## config.mk

```make
export PLATFORM = sky130hd
export DESIGN_NAME = height_map_text_validator_flat
export DESIGN_NICKNAME = d
export VERILOG_FILES = /design/src/design/hmtv_pkg.sv /design/src/design/hmtv_in_if.sv /design/src/design/hmtv_out_if.sv /design/src/design/hmtv_front.sv /design/src/design/hmtv_queue.sv /design/src/design/hmtv_back.sv /design/src/design/height_map_text_validator.sv /design/src/flat_wrapper.sv
export SDC_FILE = /design/constraint.sdc
export NUM_CORES = 1
export LEC_CHECK = 0
export BUFFER_PORTS_ARGS = -buffer_cell sky130_fd_sc_hd__buf_2
export CORE_UTILIZATION = 25
export CTS_CLUSTER_SIZE = 30
export DETAILED_ROUTE_END_ITERATION = 6
export PLACE_DENSITY = 0.38
export SLEW_MARGIN = 20
export SYNTH_ARGS = -nofsm -noshare
export SYNTH_HDL_FRONTEND = slang
export SYNTH_SLANG_ARGS = --single-unit
```

## constraint.sdc

```tcl
create_clock -name i_clk -period 11.65 [get_ports i_clk]
set_clock_uncertainty 0.15 [all_clocks]
set_input_delay 2.33 -clock i_clk [delete_from_list [all_inputs] [get_ports i_clk]]
set_output_delay 2.33 -clock i_clk [all_outputs]
set_load 0.01 [all_outputs]
```

## src/design/hmtv_pkg.sv

```systemverilog
// Package with the shared types, codes and character classifier of the height map validator.
package hmtv_pkg;

    // Result status codes.
    typedef enum logic [2:0] {
        ST_OK      = 3'd0,
        ST_TOKEN   = 3'd1,
        ST_RAGGED  = 3'd2,
        ST_EMPTY   = 3'd3,
        ST_OVERRUN = 3'd4
    } t_hmtv_status;

    // Position inside the token grammar.
    typedef enum logic [2:0] {
        PH_GAP   = 3'd0,
        PH_MINUS = 3'd1,
        PH_DEC   = 3'd2,
        PH_COMMA = 3'd3,
        PH_ZERO  = 3'd4,
        PH_HEX   = 3'd5
    } t_hmtv_phase;

    // Character classes as seen by the grammar.
    typedef enum logic [3:0] {
        CL_NEWLINE = 4'd0,
        CL_SPACE   = 4'd1,
        CL_MINUS   = 4'd2,
        CL_COMMA   = 4'd3,
        CL_ZERO    = 4'd4,
        CL_DIGIT   = 4'd5,
        CL_LOWER_X = 4'd6,
        CL_HEX_LET = 4'd7,
        CL_OTHER   = 4'd8
    } t_hmtv_class;

    // One classified item, as it travels from the front to the back.
    typedef struct packed {
        t_hmtv_class cls;
        logic        has_char;
        logic        end_of_file;
    } t_hmtv_item;

    // Character constants.
    localparam logic [7:0] CH_NEWLINE = 8'h0A;
    localparam logic [7:0] CH_SPACE   = 8'h20;
    localparam logic [7:0] CH_MINUS   = 8'h2D;
    localparam logic [7:0] CH_COMMA   = 8'h2C;
    localparam logic [7:0] CH_ZERO    = 8'h30;
    localparam logic [7:0] CH_NINE    = 8'h39;
    localparam logic [7:0] CH_LOWER_X = 8'h78;
    localparam logic [7:0] CH_LOWER_A = 8'h61;
    localparam logic [7:0] CH_LOWER_F = 8'h66;
    localparam logic [7:0] CH_UPPER_A = 8'h41;
    localparam logic [7:0] CH_UPPER_F = 8'h46;

    // Depth of the queue between front and back.
    localparam int QUEUE_DEPTH = 2;

    // Width of the result count fields.
    localparam int OUT_CNT_W = 12;

    // Maps one byte to its grammar class.
    function automatic t_hmtv_class hmtv_classify(input logic [7:0] c);
        t_hmtv_class cls;
        cls = CL_OTHER;
        if (c == CH_NEWLINE) begin
            cls = CL_NEWLINE;
        end else if (c == CH_SPACE) begin
            cls = CL_SPACE;
        end else if (c == CH_MINUS) begin
            cls = CL_MINUS;
        end else if (c == CH_COMMA) begin
            cls = CL_COMMA;
        end else if (c == CH_ZERO) begin
            cls = CL_ZERO;
        end else if (c > CH_ZERO && c <= CH_NINE) begin
            cls = CL_DIGIT;
        end else if (c == CH_LOWER_X) begin
            cls = CL_LOWER_X;
        end else if ((c >= CH_LOWER_A && c <= CH_LOWER_F) ||
                     (c >= CH_UPPER_A && c <= CH_UPPER_F)) begin
            cls = CL_HEX_LET;
        end
        return cls;
    endfunction

endpackage

```

## src/design/hmtv_in_if.sv

```systemverilog
// Input channel interface: one byte of map text per transfer.
interface hmtv_in_if;
    logic       valid;
    logic       ready;
    logic [7:0] char_code;
    logic       has_char;
    logic       end_of_file;

    modport source (output valid, output char_code, output has_char, output end_of_file,
                    input ready);
    modport sink (input valid, input char_code, input has_char, input end_of_file,
                  output ready);
endinterface

```

## src/design/hmtv_out_if.sv

```systemverilog
// Output channel interface: one validation result per transfer.
interface hmtv_out_if;
    logic        valid;
    logic        ready;
    logic [2:0]  status;
    logic [11:0] columns;
    logic [11:0] rows;

    modport source (output valid, output status, output columns, output rows, input ready);
    modport sink (input valid, input status, input columns, input rows, output ready);
endinterface

```

## src/design/hmtv_front.sv

```systemverilog
// Front end: accepts input bytes, classifies them and pushes them into the queue.
module hmtv_front (
    hmtv_in_if.sink              i_byte,
    input  logic                 i_full,
    output logic                 o_push,
    output hmtv_pkg::t_hmtv_item o_item
);

    // Accept whenever the queue has room.
    assign i_byte.ready = !i_full;

    // An item with neither a byte nor an end mark does nothing, so it is dropped here.
    assign o_push = i_byte.valid && !i_full && (i_byte.has_char || i_byte.end_of_file);

    // Classify the byte for the back end.
    always_comb begin
        o_item.cls         = hmtv_pkg::hmtv_classify(i_byte.char_code);
        o_item.has_char    = i_byte.has_char;
        o_item.end_of_file = i_byte.end_of_file;
    end

endmodule

```

## src/design/hmtv_queue.sv

```systemverilog
// Short FIFO of classified items between the front and the back.
module hmtv_queue (
    input  logic                 i_clk,
    input  logic                 i_rst_n,
    input  logic                 i_push,
    input  hmtv_pkg::t_hmtv_item i_item,
    input  logic                 i_pop,
    output logic                 o_full,
    output logic                 o_valid,
    output hmtv_pkg::t_hmtv_item o_item
);

    localparam int PTR_W = (hmtv_pkg::QUEUE_DEPTH > 1) ? $clog2(hmtv_pkg::QUEUE_DEPTH) : 1;
    localparam int CNT_W = $clog2(hmtv_pkg::QUEUE_DEPTH + 1);

    hmtv_pkg::t_hmtv_item r_mem [hmtv_pkg::QUEUE_DEPTH];
    logic [PTR_W-1:0]     r_wr_ptr;
    logic [PTR_W-1:0]     r_rd_ptr;
    logic [CNT_W-1:0]     r_count;
    logic [PTR_W-1:0]     n_wr_ptr;
    logic [PTR_W-1:0]     n_rd_ptr;
    logic [CNT_W-1:0]     n_count;
    logic                 w_do_push;
    logic                 w_do_pop;

    assign o_full    = (r_count == CNT_W'(hmtv_pkg::QUEUE_DEPTH));
    assign o_valid   = (r_count != '0);
    assign o_item    = r_mem[r_rd_ptr];
    assign w_do_push = i_push && !o_full;
    assign w_do_pop  = i_pop && o_valid;

    // Pointer and fill count update with wraparound at the queue depth.
    always_comb begin
        n_wr_ptr = r_wr_ptr;
        n_rd_ptr = r_rd_ptr;
        n_count  = r_count;
        if (w_do_push) begin
            n_wr_ptr = (r_wr_ptr == PTR_W'(hmtv_pkg::QUEUE_DEPTH - 1)) ? '0
                                                                        : r_wr_ptr + PTR_W'(1);
        end
        if (w_do_pop) begin
            n_rd_ptr = (r_rd_ptr == PTR_W'(hmtv_pkg::QUEUE_DEPTH - 1)) ? '0
                                                                        : r_rd_ptr + PTR_W'(1);
        end
        if (w_do_push && !w_do_pop) begin
            n_count = r_count + CNT_W'(1);
        end else if (w_do_pop && !w_do_push) begin
            n_count = r_count - CNT_W'(1);
        end
    end

    // Control registers.
    always_ff @(posedge i_clk) begin
        if (!i_rst_n) begin
            r_wr_ptr <= '0;
            r_rd_ptr <= '0;
            r_count  <= '0;
        end else begin
            r_wr_ptr <= n_wr_ptr;
            r_rd_ptr <= n_rd_ptr;
            r_count  <= n_count;
        end
    end

    // Storage write.
    always_ff @(posedge i_clk) begin
        if (w_do_push) begin
            r_mem[r_wr_ptr] <= i_item;
        end
    end

endmodule

```

## src/design/hmtv_back.sv

```systemverilog
// Back end: token grammar, row and column counting, error tracking and the result register.
module hmtv_back #(
    parameter int MAX_COLS = 4095,
    parameter int MAX_ROWS = 4095
) (
    input  logic                 i_clk,
    input  logic                 i_rst_n,
    input  logic                 i_valid,
    input  hmtv_pkg::t_hmtv_item i_item,
    output logic                 o_pop,
    hmtv_out_if.source           o_result
);

    localparam int COL_BITS = $clog2(MAX_COLS + 1);
    localparam int ROW_BITS = $clog2(MAX_ROWS + 1);
    localparam int COL_W = (COL_BITS > hmtv_pkg::OUT_CNT_W) ? COL_BITS : hmtv_pkg::OUT_CNT_W;
    localparam int ROW_W = (ROW_BITS > hmtv_pkg::OUT_CNT_W) ? ROW_BITS : hmtv_pkg::OUT_CNT_W;

    hmtv_pkg::t_hmtv_phase  r_phase, n_phase;
    logic [COL_W-1:0]       r_tokens, n_tokens;
    logic [COL_W-1:0]       r_width, n_width;
    logic                   r_width_known, n_width_known;
    logic [ROW_W-1:0]       r_rows, n_rows;
    logic                   r_pending, n_pending;
    hmtv_pkg::t_hmtv_status r_err, n_err;
    logic                   r_out_valid, n_out_valid;
    hmtv_pkg::t_hmtv_status r_out_status;
    logic [11:0]            r_out_columns;
    logic [11:0]            r_out_rows;
    logic                   w_out_free;
    logic                   w_take;
    logic                   w_close;
    logic                   w_newline;

    // A result slot is free when empty or being drained in this cycle.
    assign w_out_free = !r_out_valid || o_result.ready;
    assign o_pop      = i_valid && (!i_item.end_of_file || w_out_free);
    assign w_take     = o_pop;

    assign o_result.valid   = r_out_valid;
    assign o_result.status  = r_out_status;
    assign o_result.columns = r_out_columns;
    assign o_result.rows    = r_out_rows;

    // Grammar step, row close and end of stream for the item at the queue head.
    always_comb begin
        n_phase       = r_phase;
        n_tokens      = r_tokens;
        n_width       = r_width;
        n_width_known = r_width_known;
        n_rows        = r_rows;
        n_pending     = r_pending;
        n_err         = r_err;
        n_out_valid   = r_out_valid && !o_result.ready;
        w_newline     = 1'b0;
        w_close       = 1'b0;

        if (w_take) begin
            // Byte handling; bytes are ignored once an error is held.
            if (i_item.has_char && r_err == hmtv_pkg::ST_OK) begin
                if (i_item.cls == hmtv_pkg::CL_NEWLINE) begin
                    w_newline = 1'b1;
                end else if (i_item.cls == hmtv_pkg::CL_SPACE) begin
                    n_pending = 1'b1;
                    if (r_phase == hmtv_pkg::PH_COMMA || r_phase == hmtv_pkg::PH_ZERO) begin
                        n_err = hmtv_pkg::ST_TOKEN;
                    end
                    n_phase = hmtv_pkg::PH_GAP;
                end else begin
                    n_pending = 1'b1;
                    if (r_phase == hmtv_pkg::PH_GAP &&
                        r_tokens >= COL_W'(MAX_COLS)) begin
                        n_err = hmtv_pkg::ST_OVERRUN;
                    end else begin
                        if (r_phase == hmtv_pkg::PH_GAP) begin
                            n_tokens = r_tokens + COL_W'(1);
                        end
                        unique case (r_phase)
                            hmtv_pkg::PH_GAP, hmtv_pkg::PH_MINUS, hmtv_pkg::PH_DEC: begin
                                if (i_item.cls == hmtv_pkg::CL_MINUS &&
                                    r_phase == hmtv_pkg::PH_GAP) begin
                                    n_phase = hmtv_pkg::PH_MINUS;
                                end else if (i_item.cls == hmtv_pkg::CL_ZERO ||
                                             i_item.cls == hmtv_pkg::CL_DIGIT) begin
                                    n_phase = hmtv_pkg::PH_DEC;
                                end else if (i_item.cls == hmtv_pkg::CL_COMMA) begin
                                    n_phase = hmtv_pkg::PH_COMMA;
                                end else begin
                                    n_err = hmtv_pkg::ST_TOKEN;
                                end
                            end
                            hmtv_pkg::PH_COMMA: begin
                                if (i_item.cls == hmtv_pkg::CL_ZERO) begin
                                    n_phase = hmtv_pkg::PH_ZERO;
                                end else begin
                                    n_err = hmtv_pkg::ST_TOKEN;
                                end
                            end
                            hmtv_pkg::PH_ZERO: begin
                                if (i_item.cls == hmtv_pkg::CL_LOWER_X) begin
                                    n_phase = hmtv_pkg::PH_HEX;
                                end else begin
                                    n_err = hmtv_pkg::ST_TOKEN;
                                end
                            end
                            default: begin
                                if (!(i_item.cls == hmtv_pkg::CL_ZERO ||
                                      i_item.cls == hmtv_pkg::CL_DIGIT ||
                                      i_item.cls == hmtv_pkg::CL_HEX_LET)) begin
                                    n_err = hmtv_pkg::ST_TOKEN;
                                end
                            end
                        endcase
                    end
                end
            end

            // A newline closes the row; so does the end of a stream whose last row is open.
            w_close = w_newline ||
                      (i_item.end_of_file && n_err == hmtv_pkg::ST_OK && n_pending);

            if (w_close) begin
                if (n_phase == hmtv_pkg::PH_COMMA || n_phase == hmtv_pkg::PH_ZERO) begin
                    n_err = hmtv_pkg::ST_TOKEN;
                end
                n_phase = hmtv_pkg::PH_GAP;
                if (n_err == hmtv_pkg::ST_OK) begin
                    if (!n_width_known) begin
                        n_width       = n_tokens;
                        n_width_known = 1'b1;
                    end else if (n_tokens != n_width) begin
                        n_err = hmtv_pkg::ST_RAGGED;
                    end
                end
                if (n_err == hmtv_pkg::ST_OK) begin
                    if (n_rows >= ROW_W'(MAX_ROWS)) begin
                        n_err = hmtv_pkg::ST_OVERRUN;
                    end else begin
                        n_rows    = n_rows + ROW_W'(1);
                        n_tokens  = '0;
                        n_pending = 1'b0;
                    end
                end
            end

            // End of stream: report and return to the start state.
            if (i_item.end_of_file) begin
                if (n_err == hmtv_pkg::ST_OK && n_rows == '0) begin
                    n_err = hmtv_pkg::ST_EMPTY;
                end
                n_out_valid   = 1'b1;
                n_phase       = hmtv_pkg::PH_GAP;
                n_tokens      = '0;
                n_width_known = 1'b0;
                n_pending     = 1'b0;
            end
        end
    end

    // Control and counter registers.
    always_ff @(posedge i_clk) begin
        if (!i_rst_n) begin
            r_phase       <= hmtv_pkg::PH_GAP;
            r_tokens      <= '0;
            r_width       <= '0;
            r_width_known <= 1'b0;
            r_rows        <= '0;
            r_pending     <= 1'b0;
            r_err         <= hmtv_pkg::ST_OK;
            r_out_valid   <= 1'b0;
        end else begin
            r_phase       <= n_phase;
            r_tokens      <= n_tokens;
            r_width_known <= n_width_known;
            r_pending     <= n_pending;
            r_out_valid   <= n_out_valid;
            if (w_take && i_item.end_of_file) begin
                r_width <= '0;
                r_rows  <= '0;
                r_err   <= hmtv_pkg::ST_OK;
            end else begin
                r_width <= n_width;
                r_rows  <= n_rows;
                r_err   <= n_err;
            end
        end
    end

    // Result payload, loaded at the end of a stream.
    always_ff @(posedge i_clk) begin
        if (w_take && i_item.end_of_file) begin
            r_out_status  <= n_err;
            r_out_columns <= n_width[11:0];
            r_out_rows    <= n_rows[11:0];
        end
    end

endmodule

```

## src/design/height_map_text_validator.sv

```systemverilog
// Top level of the height map text validator: front end, queue and back end.
//
//  Channel    Dir  Payload                              Handshake
//  i_byte     in   char_code, has_char, end_of_file     valid / ready
//  o_result   out  status, columns, rows                valid / ready
//
// One byte is taken per cycle while the queue has room; a transfer is written into a
// two-entry queue, the back end consumes the queue head from there, and the result
// register is loaded when the back end takes the final item of a stream.
// The back end holds only on an end-of-stream item while the result register is full
// and not being drained; the input stalls once the queue holds two items.
// Reset is synchronous and active low and returns every counter to the start of a stream.
module height_map_text_validator #(
    parameter int MAX_COLS = 4095,
    parameter int MAX_ROWS = 4095
) (
    input  logic       i_clk,
    input  logic       i_rst_n,
    hmtv_in_if.sink    i_byte,
    hmtv_out_if.source o_result
);

    logic                 w_push;
    logic                 w_full;
    logic                 w_pop;
    logic                 w_q_valid;
    hmtv_pkg::t_hmtv_item w_push_item;
    hmtv_pkg::t_hmtv_item w_head_item;

    // Byte classification.
    hmtv_front u_front (
        .i_byte (i_byte),
        .i_full (w_full),
        .o_push (w_push),
        .o_item (w_push_item)
    );

    // Decoupling queue.
    hmtv_queue u_queue (
        .i_clk   (i_clk),
        .i_rst_n (i_rst_n),
        .i_push  (w_push),
        .i_item  (w_push_item),
        .i_pop   (w_pop),
        .o_full  (w_full),
        .o_valid (w_q_valid),
        .o_item  (w_head_item)
    );

    // Grammar, counting and result.
    hmtv_back #(
        .MAX_COLS (MAX_COLS),
        .MAX_ROWS (MAX_ROWS)
    ) u_back (
        .i_clk    (i_clk),
        .i_rst_n  (i_rst_n),
        .i_valid  (w_q_valid),
        .i_item   (w_head_item),
        .o_pop    (w_pop),
        .o_result (o_result)
    );

endmodule

```

## src/flat_wrapper.sv

```systemverilog
// flat-port wrapper written by rule: the top's interface ports become plain ports
module height_map_text_validator_flat 
#(
    parameter int MAX_COLS = 4095,
    parameter int MAX_ROWS = 4095
)
  (i_clk, i_rst_n, i_byte_valid, i_byte_char_code, i_byte_has_char, i_byte_end_of_file, i_byte_ready, o_result_valid, o_result_status, o_result_columns, o_result_rows, o_result_ready);
  hmtv_in_if i_byte_i ();
  hmtv_out_if o_result_i ();
  input  logic i_clk;
  input  logic i_rst_n;
  input wire logic [$bits(i_byte_i.valid)-1:0] i_byte_valid;
  input wire logic [$bits(i_byte_i.char_code)-1:0] i_byte_char_code;
  input wire logic [$bits(i_byte_i.has_char)-1:0] i_byte_has_char;
  input wire logic [$bits(i_byte_i.end_of_file)-1:0] i_byte_end_of_file;
  output wire logic [$bits(i_byte_i.ready)-1:0] i_byte_ready;
  output wire logic [$bits(o_result_i.valid)-1:0] o_result_valid;
  output wire logic [$bits(o_result_i.status)-1:0] o_result_status;
  output wire logic [$bits(o_result_i.columns)-1:0] o_result_columns;
  output wire logic [$bits(o_result_i.rows)-1:0] o_result_rows;
  input wire logic [$bits(o_result_i.ready)-1:0] o_result_ready;
  assign i_byte_i.valid = i_byte_valid;
  assign i_byte_i.char_code = i_byte_char_code;
  assign i_byte_i.has_char = i_byte_has_char;
  assign i_byte_i.end_of_file = i_byte_end_of_file;
  assign i_byte_ready = i_byte_i.ready;
  assign o_result_valid = o_result_i.valid;
  assign o_result_status = o_result_i.status;
  assign o_result_columns = o_result_i.columns;
  assign o_result_rows = o_result_i.rows;
  assign o_result_i.ready = o_result_ready;
  height_map_text_validator #(.MAX_COLS(MAX_COLS), .MAX_ROWS(MAX_ROWS)) u_core (.i_clk(i_clk), .i_rst_n(i_rst_n), .i_byte(i_byte_i), .o_result(o_result_i));
endmodule
```

# After elaboration in Yosys (flattened, before gate mapping)
# Memory sizes are Yosys's and may differ from the RTL's. A register that Yosys moved wholly into a read port is not among the register bits.
# Index checks and enable logic that the tools add are counted.
[classes]
magnitude_cmp = 8
bitwise_logic = 1
n_mux = 91
eq_ne = 21
reduce_logical = 48
n_addsub = 6
[op_table]
columns = ["operator", "count"]
rows = [
  ["two-way mux 12 bit", 19],
  ["two-way mux 3 bit", 39],
  ["equality test 8 x 6 -> 1 bit, second input constant", 4],
  ["two-way mux 4 bit", 8],
  ["adder 12 x 1 -> 12 bit, second input constant", 2],
  ["greater-or-equal comparator 12 bit, second input constant", 2],
  ["two-way mux 1 bit", 21],
  ["logical AND 1 bit", 18],
  ["logical NOT 3 bit", 6],
  ["one-hot mux 3 bit (3 select lines)", 2],
  ["equality test 4 x 3 -> 1 bit, second input constant", 4],
  ["greater-or-equal comparator 8 x 7 -> 1 bit, second input constant", 2],
  ["<= comparator 8 x 7 -> 1 bit, second input constant", 2],
  ["logical NOT 12 bit", 1],
  ["!= test 12 bit", 1],
  ["equality test 3 x 2 -> 1 bit, second input constant", 3],
  ["logical OR 1 bit", 9],
  ["equality test 4 x 2 -> 1 bit, second input constant", 2],
  ["equality test 8 x 4 -> 1 bit, second input constant", 1],
  ["equality test 8 x 7 -> 1 bit, second input constant", 1],
  ["> comparator 8 x 6 -> 1 bit, second input constant", 1],
  ["<= comparator 8 x 6 -> 1 bit, second input constant", 1],
  ["nonzero test 2 bit", 4],
  ["equality test 3 bit, second input constant", 2],
  ["13 further kinds", 20],
]
[word_totals]
elab_cells = 190
memories = 1
ramBits = 12
input_bits = 14
ff_bits = 76
[memory_table]
columns = ["name", "words", "word_bits", "rd", "rd_ports_with_merged_regs", "wr", "line_no", "source"]
rows = [
  ["u_core.u_queue.r_mem", 2, 6, 1, 1, 1, "hmtv_queue.sv:16", "hmtv_pkg::t_hmtv_item r_mem [hmtv_pkg::QUEUE_DEPTH];"],
]

# Depth between registers and ports, before layout
# Gate-level depths: netlist (run 1).
[depth]
depth_word = 30
ltp_mapped = 16
depth_no_buf = 13

# Cells and area by module
# From an unflattened synthesis (run 1), not the netlist that was laid out.
[unflattened]
cells_unflattened = 587
hier_area_um2 = 5301.3
[by_module_without_submodules]
columns = ["mod", "instances", "cells_per_inst", "area_per_inst_um2"]
rows = [
  ["hmtv_back", 1, 507, 4390.5],
  ["hmtv_queue", 1, 44, 668.1],
  ["hmtv_front", 1, 36, 242.7],
]

# Worst setup path before layout (run 1)
# OpenSTA, ideal clock, no wires.
[synth_path]
path_type = "in2reg"
startpoint = "in o_result_ready"
endpoint = "reg u_core.u_back.r_out_status[0], in the netlist u_core.u_back.o_result.status[0] (data pin)"
setup_slack_ps = 6418
arrival_ps = 4949
path_stages = 9
required_ps = 11367
n_path_buf = 0
setup_ps = 133
path_cell_list = "nor2b_1 > a21oi_1 > clkinv_1 > nor2_1 > nand2_1 > a311oi_1 > o211ai_1 > nor4_1 > nand2b_1"
[synth_between]
elab_chain_len = 4
[synth_lines]
columns = ["element", "line_no", "source"]
rows = [
  ["from (decl)", "flat_wrapper.sv:21", "input wire logic [$bits(o_result_i.ready)-1:0] o_result_ready;"],
  ["logical OR 1 bit", "hmtv_back.sv:36", "assign w_out_free = !r_out_valid || o_result.ready;"],
  ["logical OR 1 bit", "hmtv_back.sv:37", "assign o_pop = i_valid && (!i_item.end_of_file || w_out_free);"],
  ["logical AND 1 bit", "hmtv_back.sv:37", ""],
  ["two-way mux 3 bit", "hmtv_back.sv:58", "if (w_take) begin"],
  ["net u_core.u_back.n_err[0]", "hmtv_back.sv:25", "hmtv_pkg::t_hmtv_status r_err, n_err;"],
  ["to (signal assigned)", "hmtv_back.sv:192", "r_out_status <= n_err;"],
  ["to (decl)", "hmtv_back.sv:27", "hmtv_pkg::t_hmtv_status r_out_status;"],
]
# The timed path passes the listed nets, and every way through them passes these cells.
# A chain may end at the register's enable or synchronous reset.

==> run_results.csv, run 1 <==
group,metric,value,unit
status,status,"finished, final reports clean",
grt,grt_pass1_vias,4315,
routing,finalWirelength,14300,um
routing,wl_per_cell,16.2,um
cts,cts_inserted_buffers,9,
timing,relSlewSlack,35.8,%
placed_design,place.gp.congestion,0.857,
yosys,synth_cells,579,
finish,post-route-util,29.5,%
critical_path,crit_arrival,5.19,ns
floorplan,rows,52,
power_and_ir_drop,swShare,35.7,%
placed_design,dp_hpwl,10200,um
critical_path,cp_max_fo,19,
timing,setup_viol_count_final,0,
grt,grt_pass1_wl,23200,um
grt,grt_overflow,0,
yosys,synth_area_leaders,"edfxtp_1 23%, dfxtp_1 19%, and2_1 4.2%, nand2_1 3.7%, xnor2_1 3.4%",
routing,initialDrtViolationCount,282,
power_and_ir_drop,p_int,0.700,mW
timing,final_hold_viol_count,0,
grt,grt_max_degree,30,
job,maxCapViolations,0,
power_and_ir_drop,power_switching,0.388,mW
yosys,synth_commonest_cells,"51 x nand2_1, 50 x dfxtp_1, 46 x nor2_1, 39 x edfxtp_1, 35 x and2_1",
critical_path,crit_required,11.73,ns
finish,fin_area,0.00598,mm^2
floorplan,die_x,146,um
power_and_ir_drop,leakage,2.15,nW
routing,antenna_left,0,
cts,clkSinkCount,89,
timing,rsz0062_at_grt,"no",
min_path,hp-class,"reg -> reg",
yosys,syn-num-nets,596,
yosys,synth_top_area_share,22.5,%
routing,num_vias,4403,
timing,maxSlewViolCount,0,
power_and_ir_drop,clockPowerShare,30.1,%
power_and_ir_drop,total_power,1.09,mW
yosys,ys_types,71,
cts,clk-insertion-delay-late,0.36,ns
yosys,synth_seq_cells,89,
yosys,avgSynthCellArea,8.98,um^2
cts,cts_hold_buf,0,
placed_design,port_buffers,42,
timing,period_share,43.8,%
cts,post-cts-setup-buffers,0,
grt,grt.total_usage,13.8,%
power_and_ir_drop,seq_power_share,38.7,%
routing,drtPass1Iterations,6,
placed_design,place_ws,6.27,ns
yosys,post-synth-top-count-cell,"nand2_1",
yosys,synth-seq-area-share,41.8,%
yosys,yosys_warnings,0,
power_and_ir_drop,combPwrFrac,31.2,%
routing,via_per_inst,4.99,
yosys,synth_ff_type,"dfxtp_1",
finish,nNetsFinal,624,
floorplan,fp.dieArea,0.0214,mm^2
yosys,yosysTopAreaCell,"edfxtp_1",
critical_path,end_kind,"flip-flop",
cts,cts_tree,"yes",
finish,nFillCells,2174,
finish,diodes,0,
cts,cts_root_buf,"clkbuf_16",
timing,fin_crit,5.11,ns
floorplan,initial_core_util,25.6,%
yosys,synth-async-reset-ratio,0,%
timing,fin_setup_tns,0,ns
floorplan,die_y,146,um
placed_design,place_area,0.00566,mm^2
cts,cts_buffer_depth,2,
cts,postCtsResizedCells,0,
grt,antenna_found_initial,0,
floorplan,pin_count,43,
timing,fmax,0.196,GHz
yosys,synth_area,0.00520,mm^2
power_and_ir_drop,powerDensity,182,mW/mm^2
yosys,synth_edf_count,39,
finish,syn_to_final_growth,15.1,%
routing,drc,0,
finish,drive_gt1_share,15.4,%
critical_path,startpoint_type,"flip-flop",
timing,worstMarginPinSlew,0.955,ns
cts,htreeDepth,3,
critical_path,worstSetupPathType,"reg -> reg",
floorplan,core,0.0203,mm^2
timing,setup_slack,6.54,ns
cts,clk_pin_slew_worst_paths,0.07,ns
power_and_ir_drop,peakVddDrop,83.4,uV
per-layer routing:
layer	up-vias	share of wire, %	track usage (%)
met5	-	0	0
met4	0	2.7	6.56
met3	23	4.4	2.38
met2	119	44	21.3
met1	2065	49	18.7
li1	2196	-	-
stage by stage:
step                hold slack (ns)  cells
floorplan                     0.322    579
global placement              0.344    866
detailed placement            0.359    866
CTS                           0.369    882
global route                  0.422    882
finish                        0.364    882
cells by family after synthesis:
| logic type | synth area share (%) |
|---|---|
| AOI/OAI and AO/OA | 15.9 |
| xor gates and xnor gates | 5.39 |
| adders and majority gates | 0.722 |
| buffers and inverters | 3.37 |
| DFF | 41.8 |
| muxes | 2.26 |
| and+or+nand+nor | 30.5 |
area by class of cell:
cell class                      count  area (um^2)  area share (%)
Inverter                            7         26.3           0.439
Clock inverter                      7          103            1.71
Clock buffer                        9          225            3.76
Sequential cell                    89         2170            36.3
Timing Repair Buffer               49          263            4.39
Multi-Input combinational cell    451         2860            47.8
Tap cell                          270          338            5.64
power by group through the flow:
stage	clock network, mW	registers (mW)	logic (mW)
finish	0.327	0.421	0.340
CTS	0.338	0.422	0.346
detailed placement	0	0.428	0.345
floorplan	0	0.434	0.223
global route	0.348	0.428	0.380
global placement	0	0.428	0.342
critical path, stage by stage, from the launching register on:
cell and delay, ns:
dfxtp_1 0.68, mux2i_1 0.19, nor4_1 0.75, buf_4 0.29, nand4_1 0.20, a21boi_0 0.20
or4_1 0.52, nor4_2 0.38, a21bo_1 0.52, nand4b_1 0.16, a311oi_1 0.31, o211ai_1 0.13
nor4_1 0.34, nand2b_1 0.15
placed cells by master, fill, tap and decap left out, types with 5 or more instances in the layout:
cell type / Yosys / layout
or3_1: 9 / 9
a22oi_1: 6 / 6
o21a_1: 7 / 7
nand3b_1: 7 / 7
xnor2_1: 20 / 20
o22ai_1: 7 / 7
buf_4: 0 / 7
a21oi_1: 34 / 34
nand2_1: 51 / 51
dfxtp_1: 50 / 50
nand2b_1: 10 / 10
nor3_1: 22 / 21
xor2_1: 12 / 12
buf_2: 5 / 42
nor4_1: 8 / 8
nor2b_1: 16 / 16
a31oi_1: 8 / 8
inv_1: 6 / 6
and2_1: 35 / 35
mux2_2: 6 / 6
clkbuf_16: 0 / 9
edfxtp_1: 39 / 39
o21ai_0: 15 / 15
and3_1: 14 / 14
mux2i_1: 5 / 5
nand4_1: 13 / 13
nand3_1: 16 / 16
nor2_1: 46 / 45
or4_1: 8 / 8
worst paths after layout:
check / startpoint / to / slack [ns] / depth (start not counted)
max: flip-flop / u_core.u_back.o_result.status[1]$_DFFE_PP_ / 6.54 / 13
min: u_core.u_queue.r_count[1]$_SDFFE_PN0P_ / u_core.u_queue.r_count[1]$_SDFFE_PN0P_ / 0.36 / 2
max reg2reg: flip-flop / u_core.u_back.o_result.status[1]$_DFFE_PP_ / 6.54 / 13
min reg2reg: u_core.u_queue.r_count[1]$_SDFFE_PN0P_ / u_core.u_queue.r_count[1]$_SDFFE_PN0P_ / 0.36 / 2
flip-flops by register name, summed over array words and instances, names as in the netlist, named ones only:
signal,count
u_core.u_back.o_result.columns,12
u_core.u_back.o_result.valid,1
u_core.u_back.o_result.status,3
u_core.u_back.o_result.rows,12
u_core.u_back.r_tokens,12
u_core.u_queue.r_wr_ptr,1
u_core.u_back.r_width,12
u_core.u_queue.r_mem,12
u_core.u_back.r_pending,1
u_core.u_back.r_err,3
u_core.u_back.r_width_known,1
u_core.u_back.r_rows,12
u_core.u_queue.r_rd_ptr,1
u_core.u_back.r_phase,3
u_core.u_queue.r_count,2
Power figures use the tool's default switching activity.
==> inputs of run 2 (changes only) <==
==> constraint.sdc (replaced) <==
create_clock -name i_clk -period 4.7 [get_ports i_clk]
set_clock_uncertainty 0.15 [all_clocks]
set_input_delay 0.94 -clock i_clk [delete_from_list [all_inputs] [get_ports i_clk]]
set_output_delay 0.94 -clock i_clk [all_outputs]
set_load 0.01 [all_outputs]
==> run_results.csv, run 2 (synthesis results as in run 1) <==
group,metric,value,unit
status,status,"finished, final reports clean",
cts,clkSinkCount,89,
critical_path,crit_required,4.79,ns
timing,final_hold_viol_count,0,
timing,maxSlewViolCount,0,
floorplan,rows,52,
critical_path,path_delay_family,"simple AND/OR/NAND/NOR gates",
timing,relSlewSlack,42.8,%
finish,drive_gt1_share,17.4,%
floorplan,initial_core_util,25.6,%
timing,period_share,94.9,%
placed_design,dp_hpwl,10500,um
critical_path,cp_max_fo,7,
finish,nNetsFinal,639,
cts,cts_inserted_buffers,9,
job,maxCapViolations,0,
timing,rsz0062_at_grt,"no",
finish,layout_commonest_cell,"nand2_1",
cts,cts_root_buf,"clkbuf_16",
grt,grtUsageMet3,2.38,%
timing,fin_crit,4.46,ns
cts,cts_buffer_depth,2,
cts,cts_hold_buf,0,
cts,post-cts-setup-buffers,0,
grt,grt_pass1_vias,4265,
cts,clk-insertion-delay-late,0.36,ns
critical_path,crit_buf_inv,0,
min_path,hp-class,"reg -> reg",
routing,via_per_inst,4.97,
grt,gr-usage-met2,22.5,%
critical_path,reg2reg_depth,12,
critical_path,cp_slowest_cell,"or4_1",
critical_path,crit_path_max_incr_delay,0.56,ns
floorplan,die_x,146,um
critical_path,crit_arrival,4.55,ns
cts,cts_tree,"yes",
floorplan,fp.dieArea,0.0214,mm^2
grt,antenna_found_initial,0,
power_and_ir_drop,peakVddDrop,194,uV
placed_design,place.gp.congestion,0.880,
grt,met1_usage,18.1,%
timing,fin_setup_tns,0,ns
routing,wl_per_cell,16.2,um
cts,clk_pin_slew_worst_paths,0.08,ns
routing,drc,0,
floorplan,die_y,146,um
grt,grt.total_usage,13.9,%
routing,antenna_left,0,
critical_path,startpoint,"u_core.u_queue.r_mem[1][4]$_DFFE_PP_",
finish,diodes,0,
grt,grt_pass1_wl,23300,um
min_path,hold_start,"u_core.u_queue.r_count[1]$_SDFFE_PN0P_",
power_and_ir_drop,powerDensity,444,mW/mm^2
finish,syn_to_final_growth,16.6,%
critical_path,crit_cells,12,
cts,htreeDepth,3,
critical_path,worstSetupPathType,"reg -> reg",
critical_path,rr_startpoint,"u_core.u_queue.r_mem[1][4]$_DFFE_PP_",
floorplan,core,0.0203,mm^2
critical_path,end_kind,"flip-flop",
routing,drtPass1Iterations,5,
critical_path,crit_chain,"or3b_2 -> o22a_1 -> nand3_1 -> o21ai_1 -> or4_1 -> nor4_2 -> a21boi_1 -> nand3b_1 -> a311oi_1 -> o211ai_1 -> nor4_1 -> nand2b_1",
power_and_ir_drop,leakage,2.21,nW
finish,final_cell_mix,"51 x nand2_1, 50 x dfxtp_1, 45 x nor2_1, 42 x buf_2, 39 x edfxtp_1",
routing,num_vias,4457,
min_path,whs_path_depth,2,
grt,grt_overflow,0,
cts,postCtsResizedCells,0,
critical_path,timing.rr.end,"u_core.u_back.o_result.status[0]$_DFFE_PP_",
min_path,whs_endpoint,"u_core.u_queue.r_count[1]$_SDFFE_PN0P_",
power_and_ir_drop,total_power,2.69,mW
floorplan,pin_count,43,
timing,fmax,0.224,GHz
routing,finalWirelength,14500,um
grt,grt_max_degree,29,
placed_design,port_buffers,42,
routing,initialDrtViolationCount,338,
critical_path,startpoint_type,"flip-flop",
timing,worstMarginPinSlew,0.857,ns
timing,setup_viol_count_final,0,
critical_path,reg2reg_slack,0.24,ns
grt,grt_busiest_layer,"met2",
finish,nFillCells,2150,
==> run 2: cell count changes in the layout (fill, tap and decap cells not counted) <==
| cell | delta |
|---|---|
| clkinv_4 | -1 |
| buf_4 | +15 |
| bufinv_16 | -2 |
| clkinvlp_4 | -1 |
| inv_8 | +2 |
| inv_6 | +2 |
==> run 2: area by class of cell <==
cell class	count	area, um^2	share of cell area (%)
clock buffer	9	225	3.72
clock inverter	7	66.3	1.09
inverter	7	26.3	0.434
multi-input combinational	451	2860	47.2
sequential	89	2170	35.8
tap	270	338	5.57
timing repair buffer	64	375	6.19
==> run 2: worst max-delay path by stage <==
| stage | endpoint | slack (ns) |
|---|---|---|
| floorplan | u_core.u_back.o_result.status[0]$_DFFE_PP_ | 0.77 |
| global placement | u_core.u_back.o_result.status[1]$_DFFE_PP_ | 0.27 |
| detailed placement | u_core.u_back.o_result.status[0]$_DFFE_PP_ | 0.22 |
| CTS | u_core.u_back.o_result.status[0]$_DFFE_PP_ | 0.19 |
| global route | u_core.u_back.o_result.status[0]$_DFFE_PP_ | 0.07 |
| finish | u_core.u_back.o_result.status[0]$_DFFE_PP_ | 0.24 |
==> run 2: worst reg2reg max path: cells and delay by family (launching register included) <==
family             cells  cell delay [ns]
AOI/OAI and AO/OA      5             1.11
DFF                    1             0.46
and+or+nand+nor        7             2.62
==> run 2: power by group <==
group	switching [mW]	internal, mW	leakage, nW
sequential	0.0687	0.963	0.773
clock	0.359	0.375	0.145
combinational	0.577	0.349	1.30
total	1.00	1.69	2.21
==> run 2: layer usage <==
layer	wire, um	share of wire (%)	vias up
met3	607	4.2	26
met2	6650	46	109
met1	6910	47	2102
met4	383	2.6	0
met5	0	0	-
li1	-	-	2220
==> run 2: stage by stage <==
| step | hold slack (ns) | area, um^2 | util [%] | worst slack (ns) | cells |
|---|---|---|---|---|---|
| 3_3_place_gp | 0.348 | 5770 | 28.4 | 0.270 | 881 |
| 4_1_cts | 0.394 | 6060 | 29.9 | 0.195 | 897 |
| 6_report | 0.379 | 6060 | 29.9 | 0.241 | 897 |
| 5_1_grt | 0.445 | 6060 | 29.9 | 0.0655 | 897 |
| 3_5_place_dp | 0.384 | 5770 | 28.4 | 0.222 | 881 |
| 2_1_floorplan | 0.322 | 5200 | - | 0.770 | 579 |
==> inputs of run 3 (changes only) <==
==> constraint.sdc (replaced) <==
create_clock -name i_clk -period 5.07 [get_ports i_clk]
set_clock_uncertainty 0.15 [all_clocks]
set_input_delay 1.014 -clock i_clk [delete_from_list [all_inputs] [get_ports i_clk]]
set_output_delay 1.014 -clock i_clk [all_outputs]
set_load 0.01 [all_outputs]
==> run_results.csv, run 3 (synthesis results as in run 1) <==
group,metric,value,unit
status,status,"finished, final reports clean",
routing,drtPass1Iterations,5,
grt,grt_busiest_layer,"met2",
timing,fin_crit,4.56,ns
job,maxCapViolations,0,
finish,layout_commonest_cell,"nand2_1",
grt,grt.total_usage,13.9,%
critical_path,crit_buf_inv,0,
critical_path,path_delay_family,"simple AND/OR/NAND/NOR gates",
grt,antenna_found_initial,0,
critical_path,crit_required,5.14,ns
floorplan,rows,52,
critical_path,crit_top_cell,"nor4_1",
routing,drc,0,
routing,num_vias,4390,
placed_design,place_ws,0.338,ns
placed_design,dp_cells,874,
routing,initialDrtViolationCount,232,
power_and_ir_drop,peakVddDrop,167,uV
grt,grtUsageMet3,1.84,%
critical_path,rr_startpoint,"u_core.u_queue.r_mem[0][2]$_DFFE_PP_",
critical_path,crit_chain,"or3b_2 -> a221oi_1 -> nor3_1 -> a211oi_1 -> nor4_1 -> or4_1 -> a21bo_1 -> nand4b_1 -> a311oi_1 -> o211ai_1 -> nor4_1 -> nand2b_1",
critical_path,timing.rr.end,"u_core.u_back.o_result.status[0]$_DFFE_PP_",
grt,grt_pass1_vias,4237,
timing,period_share,90.0,%
critical_path,worstSetupPathType,"reg -> reg",
critical_path,end_kind,"flip-flop",
floorplan,die_x,146,um
finish,finalNonFillerCells,890,
grt,grt_overflow,0,
power_and_ir_drop,p_int,1.54,mW
placed_design,place.gp.congestion,0.850,
finish,final_cell_mix,"51 x nand2_1, 49 x dfxtp_1, 45 x nor2_1, 42 x buf_2, 39 x edfxtp_1",
timing,worstMarginPinSlew,0.808,ns
cts,cts_buffer_depth,2,
timing,rsz0062_at_grt,"no",
power_and_ir_drop,powerDensity,408,mW/mm^2
timing,maxSlewViolCount,0,
power_and_ir_drop,total_power,2.46,mW
power_and_ir_drop,seq_power_share,39.4,%
critical_path,crit_path_max_incr_delay,0.58,ns
power_and_ir_drop,swShare,37.2,%
critical_path,cp_slowest_cell,"a211oi_1",
cts,cts_tree,"yes",
floorplan,initial_core_util,25.6,%
grt,met1_usage,18.6,%
cts,clk_pin_slew_worst_paths,0.07,ns
cts,cts_root_buf,"clkbuf_16",
finish,diodes,0,
min_path,whs_endpoint,"u_core.u_queue.r_count[1]$_SDFFE_PN0P_",
routing,antenna_left,0,
critical_path,crit_arrival,4.64,ns
routing,finalWirelength,14500,um
finish,drive_gt1_share,16.8,%
placed_design,place_area,0.00572,mm^2
min_path,hp-class,"reg -> reg",
grt,grt_pass1_wl,23200,um
critical_path,startpoint_type,"flip-flop",
floorplan,core,0.0203,mm^2
power_and_ir_drop,clockPowerShare,27.0,%
placed_design,dp_hpwl,10700,um
placed_design,port_buffers,42,
timing,relSlewSlack,46.0,%
timing,final_hold_viol_count,0,
floorplan,pin_count,43,
finish,nNetsFinal,632,
routing,wl_per_cell,16.3,um
critical_path,cp_max_fo,6,
min_path,whs_path_depth,2,
grt,grt_max_degree,29,
power_and_ir_drop,leakage,2.17,nW
cts,clkSinkCount,89,
power_and_ir_drop,power_switching,0.914,mW
timing,setup_slack,0.506,ns
timing,fmax,0.219,GHz
grt,gr-usage-met2,22.8,%
routing,via_per_inst,4.93,
floorplan,die_y,146,um
timing,fin_setup_tns,0,ns
critical_path,reg2reg_slack,0.51,ns
cts,htreeDepth,3,
min_path,hold_start,"u_core.u_queue.r_count[1]$_SDFFE_PN0P_",
finish,nFillCells,2175,
floorplan,fp.dieArea,0.0214,mm^2
cts,clk-insertion-delay-late,0.35,ns
finish,fin_area,0.00602,mm^2
finish,syn_to_final_growth,15.8,%
cts,cts_inserted_buffers,9,
power_and_ir_drop,combPwrFrac,33.5,%
timing,setup_viol_count_final,0,
critical_path,reg2reg_depth,12,
==> run 3: stage by stage <==
| stage | utilization [%] | hold WS [ns] |
|---|---|---|
| floorplan | - | 0.322 |
| global placement | 28.2 | 0.342 |
| detailed placement | 28.2 | 0.400 |
| CTS | 29.6 | 0.411 |
| global route | 29.7 | 0.470 |
| finish | 29.7 | 0.405 |
==> run 3: cell type report <==
type / count / area, um^2 / share of cell area (%)
clock inverter: 7 / 62.6 / 1.04
timing repair buffer: 57 / 323 / 5.36
inverter: 7 / 26.3 / 0.436
clock buffer: 9 / 225 / 3.74
sequential: 89 / 2170 / 36.1
multi-input combinational: 451 / 2870 / 47.7
tap: 270 / 338 / 5.61
==> run 3: metal layers <==
metal	up-vias	part of all wire, %	wire length [um]
met2	96	46	6680
met5	-	0	0
met3	17	3.2	471
met1	2064	49	7120
li1	2213	-	-
met4	0	1.7	242
==> run 3: power groups by stage <==
stage | clock [mW] | combinational [mW] | sequential (mW)
after CTS | 0.689 | 0.834 | 0.971
after floorplan | 0 | 0.513 | 0.998
after detailed placement | 0 | 0.830 | 0.987
final | 0.664 | 0.825 | 0.970
after global placement | 0 | 0.829 | 0.985
after global routing | 0.714 | 0.914 | 0.986
==> run 3: worst reg2reg max path: cells and delay by family, from the launching register on <==
family             cells  cell delay (ns)
DFF                    1             0.49
AOI/OAI and AO/OA      5             1.76
and+or+nand+nor        7             2.07
==> run 3: how the worst max path moves through the flow <==
| stage | cells past startpoint | slack, ns | to | from |
|---|---|---|---|---|
| after detailed placement | 12 | 0.34 | u_core.u_back.o_result.status[0]$_DFFE_PP_ | flip-flop |
| after global placement | 12 | 0.47 | u_core.u_back.o_result.status[1]$_DFFE_PP_ | flip-flop |
| after CTS | 12 | 0.32 | u_core.u_back.o_result.status[0]$_DFFE_PP_ | flip-flop |
| after global routing | 12 | 0.13 | u_core.u_back.o_result.status[0]$_DFFE_PP_ | u_core.u_queue.r_mem[0][2]$_DFFE_PP_ |
| final | 12 | 0.51 | u_core.u_back.o_result.status[0]$_DFFE_PP_ | u_core.u_queue.r_mem[0][2]$_DFFE_PP_ |
| after floorplan | 14 | 1.14 | u_core.u_back.o_result.status[0]$_DFFE_PP_ | u_core.u_back.r_phase[1]$_SDFFE_PN0P_ |
==> run 3: timing repair <==
item,CTS,global route
hold buffers,0,0
endpoints found under the setup margin,0,2
buffers inserted,0,0
gates resized for setup,0,3
